===== config.mk =====
export PLATFORM = sky130hd
export DESIGN_NAME = sorted_unique_id_set
export DESIGN_NICKNAME = d
export VERILOG_FILES = /design/src/hw/rtl/sus_pkg.sv /design/src/hw/rtl/sus_cell.sv /design/src/hw/rtl/sorted_unique_id_set.sv
export SDC_FILE = /design/constraint.sdc
export NUM_CORES = 2
export LEC_CHECK = 0
export ABC_AREA = 1
export BUFFER_PORTS_ARGS = -buffer_cell sky130_fd_sc_hd__buf_2
export CORE_MARGIN = 5
export CORE_UTILIZATION = 30
export CTS_CLUSTER_SIZE = 16
export DETAILED_ROUTE_END_ITERATION = 10
export GPL_TIMING_DRIVEN = 0
export RECOVER_POWER = 100
export REMOVE_ABC_BUFFERS = 1
export SYNTH_ARGS = -nofsm -noshare
export SYNTH_HDL_FRONTEND = slang
export SYNTH_SLANG_ARGS = --single-unit

===== constraint.sdc =====
create_clock -name clk -period 12.7 [get_ports clk]
set_clock_uncertainty 0.05 [all_clocks]
set_input_delay 2.54 -clock clk [delete_from_list [all_inputs] [get_ports clk]]
set_output_delay 2.54 -clock clk [all_outputs]
set_load 0.05 [all_outputs]

===== src/hw/rtl/sus_pkg.sv =====
// Shared widths, codes and cell control type for the sorted unique id set.
package sus_pkg;

  localparam int ID_W         = 31;
  localparam int STATUS_W     = 2;
  localparam int ENTRY_W      = 6;
  localparam int CAPACITY_DEF = 32;

  localparam logic ACT_INSERT = 1'b0;
  localparam logic ACT_REMOVE = 1'b1;

  localparam logic [STATUS_W-1:0] ST_OK      = 2'd0;
  localparam logic [STATUS_W-1:0] ST_PRESENT = 2'd1;
  localparam logic [STATUS_W-1:0] ST_ABSENT  = 2'd2;
  localparam logic [STATUS_W-1:0] ST_FULL    = 2'd3;

  // Per-cell commands issued by the sequencer.
  typedef struct packed {
    logic cmp_en;
    logic load_key;
    logic take_left;
    logic take_right;
  } cell_ctrl_t;

endpackage


===== src/hw/rtl/sus_cell.sv =====
// One storage cell of the id chain: holds an id, compares it and shifts.
module sus_cell
  import sus_pkg::*;
(
  input  logic            clk,
  input  cell_ctrl_t      ctrl,
  input  logic [ID_W-1:0] key,
  input  logic [ID_W-1:0] left_id,
  input  logic [ID_W-1:0] right_id,
  output logic [ID_W-1:0] id,
  output logic            lt,
  output logic            eq
);

  logic [ID_W-1:0] id_r;
  logic            lt_r;
  logic            eq_r;

  always_ff @(posedge clk) begin
    if (ctrl.load_key) begin
      id_r <= key;
    end else if (ctrl.take_left) begin
      id_r <= left_id;
    end else if (ctrl.take_right) begin
      id_r <= right_id;
    end
    if (ctrl.cmp_en) begin
      lt_r <= (id_r < key);
      eq_r <= (id_r == key);
    end
  end

  assign id = id_r;
  assign lt = lt_r;
  assign eq = eq_r;

endmodule


===== src/hw/rtl/sorted_unique_id_set.sv =====
// Sorted unique id set: a chain of compare-and-shift cells with a small sequencer.
// Each item is accepted, compared in all cells, then shifted; the shift step registers
// its result in the output register, and no new item is accepted until that is done.
// A result waiting in the output register stalls only the shift step.
// Reset (synchronous, rst_n low) empties the set and clears the output valid;
// the cell contents are not cleared, entries past the count are never used.
module sorted_unique_id_set
  import sus_pkg::*;
#(
  parameter int CAPACITY = CAPACITY_DEF
) (
  input  logic                clk,
  input  logic                rst_n,
  input  logic                in_valid,
  output logic                in_stall,
  input  logic                in_action,
  input  logic [ID_W-1:0]     in_student_id,
  output logic                out_valid,
  input  logic                out_stall,
  output logic [STATUS_W-1:0] out_status,
  output logic [ENTRY_W-1:0]  out_entry_count
);

  localparam int CNT_W = $clog2(CAPACITY + 1);

  typedef enum logic [2:0] {
    S_IDLE  = 3'b001,
    S_CMP   = 3'b010,
    S_APPLY = 3'b100
  } state_t;

  state_t               state_r, state_nxt;
  logic [CNT_W-1:0]     count_r, count_nxt;
  logic                 act_r;
  logic [ID_W-1:0]      key_r;
  logic                 out_valid_r;
  logic [STATUS_W-1:0]  out_status_r, status_nxt;
  logic [ENTRY_W-1:0]   out_entry_count_r;

  logic [ID_W-1:0]      id_w [CAPACITY];
  logic [CAPACITY-1:0]  lt_w, eq_w, valid_w, g_w, g_prev_w, first_ge_w;
  cell_ctrl_t           ctrl_w [CAPACITY];

  logic present, full, can_out, apply_go, do_ins, do_rem, in_acc;

  assign in_acc   = in_valid && !in_stall;
  assign in_stall = (state_r != S_IDLE);
  assign can_out  = !out_valid_r || !out_stall;

  always_comb begin
    for (int i = 0; i < CAPACITY; i++) begin
      valid_w[i] = (CNT_W'(i) < count_r);
    end
  end

  // Occupied cells holding an id below the key form a prefix; the first cell
  // past that prefix is where the key belongs.
  assign g_w        = valid_w & lt_w;
  assign g_prev_w   = {g_w[CAPACITY-2:0], 1'b1};
  assign first_ge_w = ~g_w & g_prev_w;
  assign present    = |(valid_w & eq_w);
  assign full       = (count_r == CNT_W'(CAPACITY));

  assign apply_go = (state_r == S_APPLY) && can_out;
  assign do_ins   = apply_go && (act_r == ACT_INSERT) && !full && !present;
  assign do_rem   = apply_go && (act_r == ACT_REMOVE) && present;

  always_comb begin
    for (int i = 0; i < CAPACITY; i++) begin
      ctrl_w[i].cmp_en     = (state_r == S_CMP);
      ctrl_w[i].load_key   = do_ins && first_ge_w[i];
      ctrl_w[i].take_left  = do_ins && !g_w[i] && !first_ge_w[i];
      ctrl_w[i].take_right = do_rem && !g_w[i];
    end
  end

  for (genvar i = 0; i < CAPACITY; i++) begin : g_cell
    sus_cell u_cell (
      .clk      (clk),
      .ctrl     (ctrl_w[i]),
      .key      (key_r),
      .left_id  ((i == 0) ? key_r : id_w[(i == 0) ? 0 : i - 1]),
      .right_id (id_w[(i == CAPACITY - 1) ? i : i + 1]),
      .id       (id_w[i]),
      .lt       (lt_w[i]),
      .eq       (eq_w[i])
    );
  end

  always_comb begin
    if (act_r == ACT_INSERT) begin
      status_nxt = full ? ST_FULL : (present ? ST_PRESENT : ST_OK);
    end else begin
      status_nxt = present ? ST_OK : ST_ABSENT;
    end
    count_nxt = count_r;
    if (do_ins) begin
      count_nxt = count_r + CNT_W'(1);
    end else if (do_rem) begin
      count_nxt = count_r - CNT_W'(1);
    end
  end

  always_comb begin
    state_nxt = state_r;
    case (state_r)
      S_IDLE:  if (in_acc) state_nxt = S_CMP;
      S_CMP:   state_nxt = S_APPLY;
      S_APPLY: if (can_out) state_nxt = S_IDLE;
      default: state_nxt = S_IDLE;
    endcase
  end

  always_ff @(posedge clk) begin
    if (!rst_n) begin
      state_r     <= S_IDLE;
      count_r     <= '0;
      out_valid_r <= 1'b0;
    end else begin
      state_r <= state_nxt;
      count_r <= count_nxt;
      if (apply_go) begin
        out_valid_r <= 1'b1;
      end else if (!out_stall) begin
        out_valid_r <= 1'b0;
      end
    end
  end

  always_ff @(posedge clk) begin
    if (in_acc) begin
      act_r <= in_action;
      key_r <= in_student_id;
    end
    if (apply_go) begin
      out_status_r      <= status_nxt;
      out_entry_count_r <= ENTRY_W'(count_nxt);
    end
  end

  assign out_valid       = out_valid_r;
  assign out_status      = out_status_r;
  assign out_entry_count = out_entry_count_r;

  a_count_bound: assert property (@(posedge clk) disable iff (!rst_n)
    count_r <= CNT_W'(CAPACITY))
    else $error("entry count exceeds capacity");

  a_full_status: assert property (@(posedge clk) disable iff (!rst_n)
    apply_go && status_nxt == ST_FULL |=> count_r == CNT_W'(CAPACITY))
    else $error("full status with free room");

  a_count_step: assert property (@(posedge clk) disable iff (!rst_n)
    state_r != S_APPLY |=> $stable(count_r))
    else $error("entry count changed outside the shift step");

  a_single_edit: assert property (@(posedge clk) disable iff (!rst_n)
    !(do_ins && do_rem))
    else $error("insert and remove in the same cycle");

endmodule

[Word level (Yosys, flattened, before mapping)]
Index checks and enable logic that the tools add are counted.
Storage, ports and cells
  flip-flop bits (word level): 1106
  input port bits: 36
  word-level logic and storage cells: 558
Operators by class
  add/subtract/negate cells: 2
  $lt $le $gt $ge: 64
  equal/unequal tests: 40
  multiplexer cells: 106
  bitwise operators: 5
  reduce and logical (&&, ||, !) cells: 238
Operators by type and width (number)
  $mux 31: 95
  $eq 31x31->1: 32
  $lt 31x31->1: 32
  $logic_and 1x1->1: 134
  $and 32x32->32: 3
  $lt 5x6->1 const A: 16
  $reduce_bool 3->1: 31
  $logic_not 1->1: 69
  $lt 4x6->1 const A: 8
  $not 32->32: 1
  $reduce_or 32->1: 1
  $lt 3x6->1 const A: 4
  $lt 1x6->1 const A: 2
  $lt 2x6->1 const A: 2
  $mux 6: 2
  $pmux 3 s3: 1
  $add 6x1->6 const B: 1
  $eq 6x6->1 const B: 1
  $mux 2: 3
  $mux 3: 2
  $sub 6x1->6 const B: 1
  $ne 2x2->1 const B: 2
  $eq 3x1->1 const B: 1
  $eq 3x2->1 const B: 1
  8 further kinds: 10

[Depth between registers and ports, before layout]
  depth in word-level cells: 10
  mapped depth: 18

[Modules after synthesis]
Synthesis repeated with hierarchy kept, for this count alone.
Second synthesis, totals
  cell total of the unflattened synthesis: 10099
  area total of the unflattened synthesis: 83870.4 um^2
Modules (own cells, without submodules)
  sus_cell: times used 32, cells each 302, area each 2521.2 um^2
  sorted_unique_id_set: times used 1, cells each 435, area each 3193.1 um^2

[Least setup slack after synthesis]
Ideal clock, no wire load.
  path kind: in2reg
  from: input out_stall
  to: register g_cell[31].u_cell.id_r[0] (enable)
  arrival: 5270 ps
  data required time: 12220 ps
  setup slack: 6951 ps
  stages: 8
  path through: nand2_1 -> nand2_1 -> nor3_1 -> nand3_2 -> buf_2 -> buf_4 -> buf_2 -> a21oi_1
Between the ends
  word-level cells in the longest chain between the ends: 9
RTL lines
  start: declaration: RTL line sorted_unique_id_set.sv:19  | input logic out_stall,
  $logic_not 1->1 (*)
  $logic_or 1x1->1 (*): RTL line sorted_unique_id_set.sv:48  | assign can_out = !out_valid_r || !out_stall;
  $logic_and 1x1->1 (*): RTL line sorted_unique_id_set.sv:64  | assign apply_go = (state_r == S_APPLY) && can_out;
  $logic_and 1x1->1 (*) (3 in a row): RTL line sorted_unique_id_set.sv:65  | assign do_ins = apply_go && (act_r == ACT_INSERT) && !full && !present;
  $logic_and 1x1->1 (2 in a row): RTL line sorted_unique_id_set.sv:72  | ctrl_w[i].take_left = do_ins && !g_w[i] && !first_ge_w[i];
  $reduce_bool 2->1 (no source line) (*)
  end signal: assignment: RTL line sus_cell.sv:21  | id_r <= key;
  end signal: assignment: RTL line sus_cell.sv:23  | id_r <= left_id;
  end signal: assignment: RTL line sus_cell.sv:25  | id_r <= right_id;
  end: declaration: RTL line sus_cell.sv:15  | logic [ID_W-1:0] id_r;
Every way passes the cells marked *; elsewhere a longest branch is shown, timed or not.
A chain may end at the register's enable or synchronous reset.

[Final worst setup path]
  from: register count_r[5]
  to: register g_cell[17].u_cell.id_r[0], data pin
Between the ends
  word-level cells in the longest chain between the ends: 9
RTL lines
  start: declaration: RTL line sorted_unique_id_set.sv:33  | logic [CNT_W-1:0] count_r, count_nxt;
  start signal: assignment: RTL line sorted_unique_id_set.sv:121  | count_r <= count_nxt;
  $lt 1x6->1 (tied with other cells): RTL line sorted_unique_id_set.sv:52  | valid_w[i] = (CNT_W'(i) < count_r);
  $and 32x32->32: RTL line sorted_unique_id_set.sv:61  | assign present = |(valid_w & eq_w);
  $reduce_or 32->1: RTL line sorted_unique_id_set.sv:61
  $logic_not 1->1: RTL line sorted_unique_id_set.sv:65
  $logic_and 1x1->1: RTL line sorted_unique_id_set.sv:65
  $logic_and 1x1->1 (2 in a row): RTL line sorted_unique_id_set.sv:72
  $mux 31: RTL line sus_cell.sv:22  | end else if (ctrl.take_left) begin
  $mux 31 (*): RTL line sus_cell.sv:20  | if (ctrl.load_key) begin
  end signal: assignment: RTL line sus_cell.sv:21
  end signal: assignment: RTL line sus_cell.sv:23
  end signal: assignment: RTL line sus_cell.sv:25
  end: declaration: RTL line sus_cell.sv:15
Marks and branches as above.

==> flow_summary.toml <==
[clocking]
ctsResizeCount = 0
postCtsHoldBufs = 0
cts.sinks = 1106
root_buffer = "clkbuf_16"
cts_buffer_depth = 3
cts_buffers = 142
cts_max_level = 4
cts_setup_buffers = 0
clk_latency_ns = 0.80
cts_tree = "built"
clkTransAtPathRegs_ns = 0.06

[power_and_ir_drop]
peakVddDrop_v = 0.000145
leakage_nw = 38.5
total_power_w = 0.00894
power_density_nw_per_um2 = 101

[synth]
synth_ff_type = "edfxtp_1"
synthTopCellsByCount = "3,304 x nand2_1, 1,415 x nand3_1, 1,096 x edfxtp_1"
yosys_register_bits = 1106
yosys_warnings = 0
synth_area_leaders = "edfxtp_1 42%, ha_1 16%, nand2_1 16%"
ys_seq_area_share_pct = 42.3
syn_area_um2 = 78200
synth.distinct_cells = 47
async_reset_ff_share_pct = 0
yosysMostFrequentCell = "nand2_1"
synth_top_area_share_pct = 42.1
syn_area_per_cell_um2 = 8.11
synth-edff-count = 1096
yosys.area.top_type = "edfxtp_1"
netlist_instances = 9637

[grt]
met2_usage_pct = 33.1
met3_usage_pct = 3.84
grt-ovfl-total = 0
antenna_found_initial = 1
gr-usage-all-layers_pct = 20.8
grt_max_degree = 63
grt_busiest_layer = "met2"
use_met1_pct = 27.8
grt_pass1_wl_mm = 431
grt_pass1_vias = 67093

[setup_path]
crit_chain = "nor2_1 > o21ai_0 > nand2_1 > nand2_1 > nor2_1 > nand2_1 > nor2_1 > clkbuf_1 > nand3_1 > buf_16 > inv_2 > nand2_1 > nor2_1 > nand2_1 > nand3_1"
slowest_stage = "nor2_1"
reg2reg_slack_ns = 2.78
endpoint_kind = "register"
crit_fanout = 32
crit_path_max_incr_delay_ns = 1.37
required_ns = 13.28
critPathKind = "reg2reg"
crit_top_cell = "nand2_1"
arrival_ns = 10.50
critPathLaunchType = "register"

[timing]
timing.fmax_mhz = 101
fin_crit_ns = 9.92
drv_slew = 1022
rsz0062_at_grt = "false"
max_slew_margin_pct = -93.5
hold_viol = 0
setup_ws_ns = 2.78
min_period_over_period_pct = 78.1
hold_slack_ns = 0.450
worst_pin_slew_ns = 2.89
setup_viol = 0

[detailed_routing]
wl_per_cell_um = 22.5
drtIter0Drc = 8207
via_per_inst = 5.43
drc_errors = 0
firstDrtPassIters = 6
wirelength_mm = 293
num_vias = 70976
ant_nets = 0

[run]
drv_cap = 35

[finish]
final_area_um2 = 88700
drive_gt1_share_pct = 4.63
syn_to_final_growth_pct = 13.4
n_fill_cell = 26792
fin_util_pct = 34.2
nNetsFinal = 10592
diodes = 0

[place]
place_area_um2 = 85300
gp_congestion = 0.902
portBuffers = 45
pre_cts_ws_ns = 4.97
hpwl_mm = 222

[outcome]
run_status = "finished, violations left"
failed_checks = "capacitance limit, slew limit"

[floorplan]
start_util_pct = 30.1
die_h_um = 521
die_w_um = 521
die_area_um2 = 271000
core_area_um2 = 259000
num_rows = 187
io_pins = 46

[worst_hold_path]
hold_path_class = "reg2reg"
[worst paths after layout]
kind,endpoint,cells past startpoint,from
max,g_cell[17].u_cell.id[0],15,count_r[5]
min,out_valid,2,out_valid
max reg2reg,g_cell[17].u_cell.id[0],15,count_r[5]
min reg2reg,out_valid,2,out_valid
[report_power, final]
part	switching, W	total [W]	internal, W	leakage [nW]
registers	0.0000511	0.00404	0.00399	9.90
clock network	0.00168	0.00395	0.00227	2.11
logic	0.000630	0.000956	0.000325	26.5
[worst max-delay path, delay by kind of cell, from the launching register on]
kind | cells | cell delay (ns)
AO/OA/AOI/OAI | 1 | 0.69
buffers and inverters | 3 | 2.41
AND/OR/NAND/NOR | 11 | 6.07
flip-flops | 1 | 0.46
[kinds of logic (layout without fill, tap and decap cells)]
group / after synthesis / in the layout / synth area share, %
simple gates: 5319 / 5319 / 28.7
fa+ha+maj: 996 / 996 / 15.9
compound gates: 957 / 957 / 6.70
buf+inv: 1252 / 1273 / 6.20
flops: 1106 / 1106 / 42.3
xor+xnor: 7 / 7 / 0.0784
[stage by stage]
step / std cells / TNS (ns)
2_1_floorplan: 9192 / 0
3_3_place_gp: 12639 / -2046.88
3_5_place_dp: 12815 / 0
4_1_cts: 13057 / 0
5_1_grt: 13060 / 0
6_report: 13060 / 0
[layer usage]
metal | vias to the layer above | wire [µm]
met2 | 3550 | 131000
met5 | - | 0
met1 | 33752 | 120000
li1 | 32961 | -
met3 | 713 | 28400
met4 | 0 | 13900
[registers in the layout (all words and copies together) (netlist names)]
register	count
act_r	1
count_r	6
g_cell.u_cell.eq	32
g_cell.u_cell.id	992
g_cell.u_cell.lt	32
key_r	31
out_entry_count	6
out_status	2
out_valid	1
state_r	3
[layout by cell type, fill, tap and decap left out, types with 130 or more instances in the layout]
cell type	count
inv_1	770
nand4_1	130
clkbuf_16	148
nor2_1	274
a21oi_1	539
edfxtp_1	1096
o21ai_0	254
ha_1	996
nand2_1	3304
nand3_1	1413
[final cells by class]
type | instances | area, µm² | area share, %
clock buffers | 196 | 3950 | 4.46
clock inverters | 46 | 388 | 0.437
inverters | 807 | 3040 | 3.43
multi-input cells | 7279 | 40400 | 45.5
flip-flops and latches | 1106 | 33100 | 37.3
well taps | 3402 | 4260 | 4.80
repair buffers | 224 | 3590 | 4.05
Note: power is estimated with default switching activity, not from simulation.
